[src/rtl/hkrb_pkg.sv]
// hkrb_pkg: shared types and constants for the HID keyboard report builder.
// No dependencies; imported by every module of the block.
`timescale 1ns / 1ps

package hkrb_pkg;

	localparam int KEY_SLOTS = 6;
	localparam int CODE_W    = 8;

	localparam logic [CODE_W-1:0] MOD_FIRST = 8'hE0;
	localparam logic [CODE_W-1:0] MOD_LAST  = 8'hE7;

	typedef logic [CODE_W-1:0] code_t;

	typedef enum logic [1:0] {
		FUNC_PRESS   = 2'd0,
		FUNC_RELEASE = 2'd1,
		FUNC_POLL    = 2'd2
	} func_t;

	// per-cycle command broadcast to every slot cell
	typedef struct packed {
		logic  append;
		logic  remove;
		code_t code;
	} cell_ctrl_t;

	function automatic logic is_modifier(input code_t code);
		is_modifier = code inside {[MOD_FIRST:MOD_LAST]};
	endfunction

endpackage

[src/rtl/hkrb_cell.sv]
// hkrb_cell: one key slot of the report; holds a usage code and an occupied flag.
// Depends on hkrb_pkg. Cells are chained; a release shifts later slots down.
`timescale 1ns / 1ps

module hkrb_cell (
	input  logic                clk,
	input  logic                arst_n,
	input  hkrb_pkg::cell_ctrl_t ctrl,
	input  logic                prev_occ,
	input  logic                prev_hit,
	input  logic                next_occ,
	input  hkrb_pkg::code_t     next_code,
	output logic                occ,
	output hkrb_pkg::code_t     code,
	output logic                hit
);
	import hkrb_pkg::*;

	logic  occ_q;
	code_t code_q;
	logic  own_match;

	assign own_match = occ_q && (code_q == ctrl.code);
	assign hit       = prev_hit || own_match;
	assign occ       = occ_q;
	assign code      = code_q;

	always_ff @(posedge clk or negedge arst_n) begin
		if (!arst_n) begin
			occ_q  <= 1'b0;
			code_q <= '0;
		end else if (ctrl.remove && hit) begin
			occ_q  <= next_occ;
			code_q <= next_code;
		end else if (ctrl.append && prev_occ && !occ_q) begin
			occ_q  <= 1'b1;
			code_q <= ctrl.code;
		end
	end

endmodule

[src/rtl/hid_keyboard_report_builder.sv]
// hid_keyboard_report_builder: top level, modifier byte, change flag and report register.
// Depends on hkrb_pkg and hkrb_cell (a chain of KEY_SLOTS slot cells).
`timescale 1ns / 1ps

// Usage
//   Input channel (in_valid/in_ready, func, keycode): one beat per key event.
//   func press or release updates the held-key state and gives no result;
//   func poll gives one beat on the output channel (out_valid/out_ready) with
//   sent, modifiers and the six slot codes in press order, then clears the
//   change flag. func 3 is dropped.
//   Every event completes in the cycle it is accepted: one beat per cycle if in_ready.
//   A poll result appears in the cycle after acceptance, from the report register.
//   The state update is a single pass through the slot chain: compare every
//   slot against the keycode, then append at the first free slot or shift the
//   later slots down by one.
//   While a result waits, in_ready follows out_ready; when the output register
//   is empty, in_ready is high.
//   Reset clears the modifiers, all slots, the change flag and out_valid.
module hid_keyboard_report_builder (
	input  logic                clk,
	input  logic                arst_n,
	input  logic                in_valid,
	output logic                in_ready,
	input  logic [1:0]          func,
	input  hkrb_pkg::code_t     keycode,
	output logic                out_valid,
	input  logic                out_ready,
	output logic                sent,
	output hkrb_pkg::code_t     modifiers,
	output hkrb_pkg::code_t     slot_zero,
	output hkrb_pkg::code_t     slot_one,
	output hkrb_pkg::code_t     slot_two,
	output hkrb_pkg::code_t     slot_three,
	output hkrb_pkg::code_t     slot_four,
	output hkrb_pkg::code_t     slot_five
);
	import hkrb_pkg::*;

	logic       accept;
	cell_ctrl_t ctrl;
	logic [KEY_SLOTS-1:0] occ;
	logic [KEY_SLOTS-1:0] hit;
	code_t      slot_code [KEY_SLOTS];
	logic       any_hit;
	logic       full;
	logic       is_mod;
	logic [2:0] mod_bit;
	logic       mod_set;

	code_t mod_q, mod_d;
	logic  changed_q;
	logic  chg;
	logic  poll;
	logic  out_valid_q;
	logic  sent_q;
	code_t modifiers_q;
	code_t slot_q [KEY_SLOTS];

	assign accept  = in_valid && in_ready;
	assign in_ready = !out_valid_q || out_ready;
	assign any_hit = hit[KEY_SLOTS-1];
	assign full    = occ[KEY_SLOTS-1];
	assign is_mod  = is_modifier(keycode);
	assign mod_bit = keycode[2:0];
	assign mod_set = mod_q[mod_bit];

	always_comb begin
		ctrl.append = 1'b0;
		ctrl.remove = 1'b0;
		ctrl.code   = keycode;
		mod_d       = mod_q;
		chg         = 1'b0;
		poll        = 1'b0;
		if (accept) begin
			case (func)
				FUNC_PRESS: begin
					if (is_mod) begin
						if (!mod_set) begin
							mod_d[mod_bit] = 1'b1;
							chg            = 1'b1;
						end
					end else if (!any_hit && !full) begin
						ctrl.append = 1'b1;
						chg         = 1'b1;
					end
				end
				FUNC_RELEASE: begin
					if (is_mod) begin
						if (mod_set) begin
							mod_d[mod_bit] = 1'b0;
							chg            = 1'b1;
						end
					end else if (any_hit) begin
						ctrl.remove = 1'b1;
						chg         = 1'b1;
					end
				end
				FUNC_POLL: poll = 1'b1;
				default: ;
			endcase
		end
	end

	genvar i;
	generate
		for (i = 0; i < KEY_SLOTS; i++) begin : g_cell
			logic  p_occ, p_hit, n_occ;
			code_t n_code;
			if (i == 0) begin : g_first
				assign p_occ = 1'b1;
				assign p_hit = 1'b0;
			end else begin : g_mid
				assign p_occ = occ[i-1];
				assign p_hit = hit[i-1];
			end
			if (i == KEY_SLOTS-1) begin : g_last
				assign n_occ  = 1'b0;
				assign n_code = '0;
			end else begin : g_next
				assign n_occ  = occ[i+1];
				assign n_code = slot_code[i+1];
			end
			hkrb_cell u_cell (
				.clk       (clk),
				.arst_n    (arst_n),
				.ctrl      (ctrl),
				.prev_occ  (p_occ),
				.prev_hit  (p_hit),
				.next_occ  (n_occ),
				.next_code (n_code),
				.occ       (occ[i]),
				.code      (slot_code[i]),
				.hit       (hit[i])
			);
		end
	endgenerate

	always_ff @(posedge clk or negedge arst_n) begin
		if (!arst_n) begin
			mod_q       <= '0;
			changed_q   <= 1'b0;
			out_valid_q <= 1'b0;
		end else begin
			mod_q <= mod_d;
			if (poll)
				changed_q <= 1'b0;
			else if (chg)
				changed_q <= 1'b1;
			if (poll)
				out_valid_q <= 1'b1;
			else if (out_ready)
				out_valid_q <= 1'b0;
		end
	end

	// report register, loaded on a poll
	always_ff @(posedge clk) begin
		if (poll) begin
			sent_q      <= changed_q;
			modifiers_q <= mod_q;
			slot_q      <= slot_code;
		end
	end

	assign out_valid  = out_valid_q;
	assign sent       = sent_q;
	assign modifiers  = modifiers_q;
	assign slot_zero  = slot_q[0];
	assign slot_one   = slot_q[1];
	assign slot_two   = slot_q[2];
	assign slot_three = slot_q[3];
	assign slot_four  = slot_q[4];
	assign slot_five  = slot_q[5];

endmodule

[config.mk]
export PLATFORM = sky130hd
export DESIGN_NAME = hid_keyboard_report_builder
export DESIGN_NICKNAME = d
export VERILOG_FILES = /design/src/rtl/hkrb_pkg.sv /design/src/rtl/hkrb_cell.sv /design/src/rtl/hid_keyboard_report_builder.sv
export SDC_FILE = /design/constraint.sdc
export NUM_CORES = 1
export LEC_CHECK = 0
export BUFFER_PORTS_ARGS = -buffer_cell sky130_fd_sc_hd__buf_4
export CORE_MARGIN = 4
export CORE_UTILIZATION = 44
export DETAILED_ROUTE_END_ITERATION = 10
export GPL_TIMING_DRIVEN = 0
export PLACE_DENSITY = 0.72
export SYNTH_ARGS = -nofsm -noshare
export SYNTH_HDL_FRONTEND = slang
export SYNTH_SLANG_ARGS = --single-unit
[constraint.sdc]
create_clock -name clk -period 2.8 [get_ports clk]
set_input_delay 0.28 -clock clk [delete_from_list [all_inputs] [get_ports clk]]
set_output_delay 0.28 -clock clk [all_outputs]
set_load 0.05 [all_outputs]
### Word-level counts from Yosys, hierarchy flattened

Index checks and enable logic that the tools add are counted.

| storage, ports and cells | value |
|---|---|
| flip-flop bits (word level) | 121 |
| input port bits | 14 |
| output and inout bits | 59 |
| logic and storage cells | 146 |

| cells by class | value |
|---|---|
| magnitude comparators | 4 |
| equality and inequality tests | 12 |
| mux-type cells | 52 |
| bitwise operators | 3 |
| reduce and logical (&&, ||, !) cells | 52 |

Operator list:

| cell | count |
|---|---|
| 8-bit 2-to-1 mux | 16 |
| 8-bit == test | 6 |
| 1-bit 2-to-1 mux | 31 |
| 1-bit logical AND | 27 |
| 2-bit nonzero test | 9 |
| 8-bit case mux with 2 select lines | 1 |
| 8-bit AND | 1 |
| 8-bit greater-or-equal comparator, second input constant | 1 |
| 8-bit <= comparator, second input constant | 1 |
| 1-bit zero test | 8 |
| 2-bit inequality test, second input constant | 4 |
| 8-bit NOT | 1 |
| 8-bit bitwise OR | 1 |
| 1-bit logical OR | 6 |
| 6-bit AND reduction | 1 |
| 3-bit by 4-bit less-than comparator with 1-bit output, second input constant | 1 |
| 1-bit binary-select mux with 3-bit select | 1 |
| 1-bit demux with 3-bit select | 1 |
| 3-bit by 1-bit greater-or-equal comparator with 1-bit output, second input constant | 1 |
| 2-bit by 1-bit == test with 1-bit output, second input constant | 1 |
| 2-bit == test, second input constant | 1 |
| 2-bit zero test | 1 |
| 2-bit 2-to-1 mux | 1 |
| 1-bit case mux with 2 select lines | 1 |

### Logic depth before layout (Yosys ltp)

| logic depth | value |
|---|---|
| depth in word-level cells | 17 |
| depth in mapped cells | 9 |
| mapped depth without buffers | 6 |

### By module

A second synthesis with hierarchy kept.

| unflattened totals | value |
|---|---|
| cells, all modules | 636 |
| area total of the unflattened synthesis | 7,159.4 um^2 |

Modules (own cells, without submodules):

| module | times used | cells each | area an instance (um^2) | sequential area each (um^2) |
|---|---|---|---|---|
| hkrb_cell | 6 | 84 | 785.8 | 225.2 |
| hid_keyboard_report_builder | 1 | 132 | 2,444.8 | 1,961.9 |

### Worst setup path after synthesis

OpenSTA, ideal clock, no wires.

| timing path | value |
|---|---|
| path type | register to register |
| start | register out_valid_q (netlist: out_valid) |
| end | register modifiers_q[0] (netlist: modifiers[0]) (enable) |
| library setup time | 411 ps |
| arrival | 2,598 ps |
| data required time | 2,389 ps |
| setup slack | -209 ps |
| stages on the path, launching flop included | 6 |
| buffers on the path | 0 |
| period minus slack after synthesis | 3,009 ps |
| cell sequence | dfrtp_1 -> nand2b_1 -> nand2_1 -> nor2_1 -> nand2_1 -> inv_1 |

| between the ends | value |
|---|---|
| cells in the longest elaborated chain, start to end | 4 |

RTL lines:

| what | RTL line | source |
|---|---|---|
| start: declaration | hid_keyboard_report_builder.sv:54 | `logic out_valid_q;` |
| start signal: assignment | hid_keyboard_report_builder.sv:142 | `out_valid_q <= 1'b0;` |
| start signal: assignment | hid_keyboard_report_builder.sv:150 | `out_valid_q <= 1'b1;` |
| start signal: assignment | hid_keyboard_report_builder.sv:152 | `out_valid_q <= 1'b0;` |
| 1-bit zero test | hid_keyboard_report_builder.sv:60 | `assign in_ready = !out_valid_q \|\| out_ready;` |
| 1-bit logical OR | hid_keyboard_report_builder.sv:60 |  |
| via in_ready | hid_keyboard_report_builder.sv:23 | `output logic in_ready,` |
| 1-bit logical AND | hid_keyboard_report_builder.sv:59 | `assign accept = in_valid && in_ready;` |
| 1-bit 2-to-1 mux | hid_keyboard_report_builder.sv:74 | `if (accept) begin` |
| via poll | hid_keyboard_report_builder.sv:53 | `logic poll;` |
| end signal: assignment | hid_keyboard_report_builder.sv:160 | `modifiers_q <= mod_q;` |
| end: declaration | hid_keyboard_report_builder.sv:56 | `code_t modifiers_q;` |

The timed path passes the listed nets, and every way through them passes these cells.
A chain may end at the register's enable or synchronous reset.

### Worst setup path after layout

| timing path | value |
|---|---|
| start | register g_cell[2].u_cell.code_q[5] |
| end | register g_cell[2].u_cell.code_q[0] |

| between the ends | value |
|---|---|
| cells in the longest elaborated chain, start to end | 15 |
| elaborated cells on any way between the ends | 20 |
| classes of those cells | eq/ne (1); mux (8); reduce/logical (11) |

RTL lines:

| what | RTL line | source |
|---|---|---|
| start: declaration | hkrb_cell.sv:20 | `code_t code_q;` |
| start signal: assignment | hkrb_cell.sv:34 | `code_q <= next_code;` |
| start signal: assignment | hkrb_cell.sv:37 | `code_q <= ctrl.code;` |
| 8-bit == test * | hkrb_cell.sv:23 | `assign own_match = occ_q && (code_q == ctrl.code);` |
| 1-bit logical AND * | hkrb_cell.sv:23 |  |
| 1-bit logical OR * | hkrb_cell.sv:24 | `assign hit = prev_hit \|\| own_match;` |
| 1-bit logical OR (3 in a row) | hkrb_cell.sv:24 |  |
| 1-bit zero test | hid_keyboard_report_builder.sv:82 | `end else if (!any_hit && !full) begin` |
| 1-bit logical AND | hid_keyboard_report_builder.sv:82 |  |
| 1-bit 2-to-1 mux | hid_keyboard_report_builder.sv:82 |  |
| 1-bit 2-to-1 mux | hid_keyboard_report_builder.sv:77 | `if (is_mod) begin` |
| 1-bit 2-to-1 mux | hid_keyboard_report_builder.sv:75 | `case (func)` |
| 2-bit 2-to-1 mux | hid_keyboard_report_builder.sv:74 |  |
| 1-bit logical AND (2 in a row) | hkrb_cell.sv:35 | `end else if (ctrl.append && prev_occ && !occ_q) begin` |
| 2-bit nonzero test (no line) | n/a |  |

Mark *: on every way between the ends. The rest lies on a longest branch, timed or not.

==> flow_summary.json <==
{
  "status": "finished with violations",
  "violations": "negative hold slack",
  "drt_first_iter_violations": 539,
  "clkSinkCount": 121,
  "power-per-cell-area_nw_per_um2": 921,
  "synthTopCellsByArea": "edfxtp_1 30%, dfrtp_1 28%, xnor2_1 6.0%, a31oi_1 2.4%, nand4_1 2.4%",
  "mostFrequentLayoutCell": "buf_4",
  "syn_to_final_growth_pct": 23.7,
  "arrival_ns": 2.83,
  "cts_buffer_depth": 2,
  "core_region_area_um2": 12700,
  "slew_viol_final": 0,
  "die_x_um": 122,
  "synth-warning-count": 0,
  "crit_path_max_incr_delay_ns": 0.46,
  "drc": 0,
  "viasPerCell": 5.83,
  "syn_nets": 516,
  "grt_pass1_wl_um": 23500,
  "crit_slowest_cell": "a31oi_2",
  "finClkSkew_ns": 0.00879,
  "dr_wl_met3_um": 1270,
  "numPortBuffers": 70,
  "wl_per_cell_um": 19.2,
  "fillCellCount": 1066,
  "rsz0062_at_grt": "false",
  "place_congestion": 0.904,
  "netlist_area_um2": 5700,
  "drive_above_1_share_pct": 20.4,
  "start_kind": "flip-flop",
  "finalCritPeriodShare_pct": 91.5,
  "crit_required_ns": 3.07,
  "fin_crit_ns": 2.56,
  "syn_avg_cell_area_um2": 11.3,
  "dr.pass1.iters": 6,
  "htreeDepth": 4,
  "placed_area_um2": 6440,
  "die_h_um": 122,
  "yosysSeqAreaShare_pct": 58.2,
  "end_kind": "flip-flop",
  "cp_cell_sequence": "xor2_1 > nor4_1 > nand4_1 > a31oi_2 > clkbuf_1 > nand2_1 > o311ai_0",
  "initial_core_util_pct": 45.0,
  "worstSetupPathType": "flip-flop to flip-flop",
  "nNetsFinal": 605,
  "synth-seq-cells": 121,
  "track_usage_pct": 20.8,
  "relSlewSlack_pct": 20.7,
  "cp_max_fo": 10,
  "yosysUniqueCellTypes": 49,
  "cap_violations": 0,
  "cts_setup_buffers": 0,
  "worst_pin_slew_ns": 1.19,
  "synth_cells": 502,
  "synth_edf_count": 57,
  "vias": 4522,
  "hp-class": "input pin to async pin",
  "cp_num_buf_inv": 1,
  "met2_wirelength_um": 6950,
  "wl_met1_um": 6360,
  "ir_drop_mv": 0.510,
  "whs_ns": -0.0509,
  "dieArea_um2": 14800,
  "setup_viol": 0,
  "cts_hold_buffers": 0,
  "ys.flop_type": "dfrtp_1",
  "synth_top_area_cell": "edfxtp_1",
  "final.setup.tns_ns": 0,
  "grt_max_degree": 65,
  "clock_latency_ns": 0.42,
  "ioPinCount": 73,
  "final_cell_mix": "70 x buf_4, 64 x dfrtp_1, 57 x edfxtp_1",
  "cts_tree": "yes",
  "grt_overflow": 0,
  "hpwlAfterDp_um": 9960,
  "routed_wl_um": 14900,
  "fmax_mhz": 390,
  "finalHoldViolCount": 39,
  "fin_area_um2": 7050,
  "cts_resized": 0,
  "clock-root-buffer": "clkbuf_16",
  "antenna_found_initial": 0,
  "p_leak_nw": 2.68,
  "cts_buffers": 17,
  "ant_nets": 0,
  "synthArstFlopShare_pct": 52.9,
  "rows": 41,
  "clk_pin_slew_ns": 0.06,
  "synth_top_area_share_pct": 30.0,
  "antenna_cells": 0,
  "cp_top_family": "simple AND/OR/NAND/NOR gates",
  "grt_pass1_vias": 4468,
  "highest_layer": "met4"
}
-- final cells by class --
| type | count | area, um2 | area share [%] |
|---|---|---|---|
| multi-input cells | 326 | 2160 | 30.7 |
| repair buffers | 70 | 526 | 7.46 |
| inverters | 20 | 78.8 | 1.12 |
| plain buffers | 35 | 156 | 2.22 |
| well taps | 172 | 215 | 3.05 |
| flip-flops and latches | 121 | 3310 | 47.0 |
| clock inverters | 8 | 91.3 | 1.30 |
| clock buffers | 24 | 502 | 7.12 |
-- cell families after synthesis --
| kind of cell | count (synthesis) | synth area share (%) |
|---|---|---|
| buffers and inverters | 55 | 4.06 |
| muxes | 10 | 2.02 |
| DFF | 121 | 58.2 |
| and+or+nand+nor | 167 | 15.9 |
| AOI/OAI and AO/OA | 100 | 12.4 |
| xor gates and xnor gates | 49 | 7.53 |
-- worst paths after layout --
check	start	slack [ns]	end	depth (start not counted)
setup reg to reg	g_cell[2].u_cell.code[5]	0.24	g_cell[2].u_cell.code[0]	7
setup / recovery	g_cell[2].u_cell.code[5]	0.24	g_cell[2].u_cell.code[0]	7
hold / removal	arst_n	-0.05	g_cell[1].u_cell.code[4]	1
hold reg to reg	flip-flop	0.47	modifiers[1]	0
min in group clk	func[1]	0.17	out_valid	3
max in group asynchronous	arst_n	2.26	g_cell[0].u_cell.code[6]	1
-- metrics by stage --
stage / util, % / total power, mW / worst slack [ns] / cells
floorplan: - / 3.80 / 0.0695 / 502
global placement: 50.8 / 4.24 / 0.147 / 744
detailed placement: 50.8 / 4.30 / -0.00514 / 744
CTS: 55.5 / 6.47 / 0.187 / 776
global route: 55.6 / 6.78 / 0.0858 / 776
finish: 55.6 / 6.49 / 0.238 / 776
-- power by group --
part / internal (mW) / leakage (nW) / switching (mW)
registers: 2.38 / 1.32 / 0.531
logic: 0.594 / 1.07 / 0.811
clock network: 1.42 / 0.293 / 0.756
-- Yosys cell counts, types with 2 or more instances --
library cell,count
a211oi_1,10
a21oi_1,7
a221o_1,8
a311oi_1,2
a31oi_1,22
a41oi_1,2
and2_1,8
and3_1,3
and4_1,2
buf_1,4
buf_2,8
buf_6,2
clkbuf_1,21
dfrtp_1,64
edfxtp_1,57
inv_1,20
mux2_1,2
mux2_2,6
nand2_1,36
nand2b_1,4
nand3_1,26
nand4_1,22
nand4b_1,9
nor2_1,22
nor2b_1,2
nor3_1,11
nor4_1,7
nor4b_1,3
o211ai_1,9
o21ai_0,18
o311ai_0,7
o31ai_1,8
or3_1,7
xnor2_1,39
xor2_1,10
-- state kept, by name, summed over array words and instances, names as in the netlist, named ones only --
name                count
changed_q               1
g_cell.u_cell.code     48
g_cell.u_cell.occ       6
modifiers               8
out_valid               1
sent                    1
slot_five               8
slot_four               8
slot_one                8
slot_three              8
slot_two                8
slot_zero               8
-- routing by layer --
| layer | GRT usage [%] | up-vias |
|---|---|---|
| li1 | - | 2060 |
| met1 | 28.7 | 2178 |
| met2 | 31.6 | 247 |
| met3 | 5.15 | 37 |
| met4 | 8.82 | 0 |
| met5 | 0 | - |
-- worst reg2reg max path, cell delays in order, from the launching register on --
cell and delay [ns]:
dfrtp_1 0.43, xor2_1 0.17, nor4_1 0.40, nand4_1 0.27
a31oi_2 0.46, clkbuf_1 0.45, nand2_1 0.10, o311ai_0 0.13
Power figures use the tool's default switching activity.
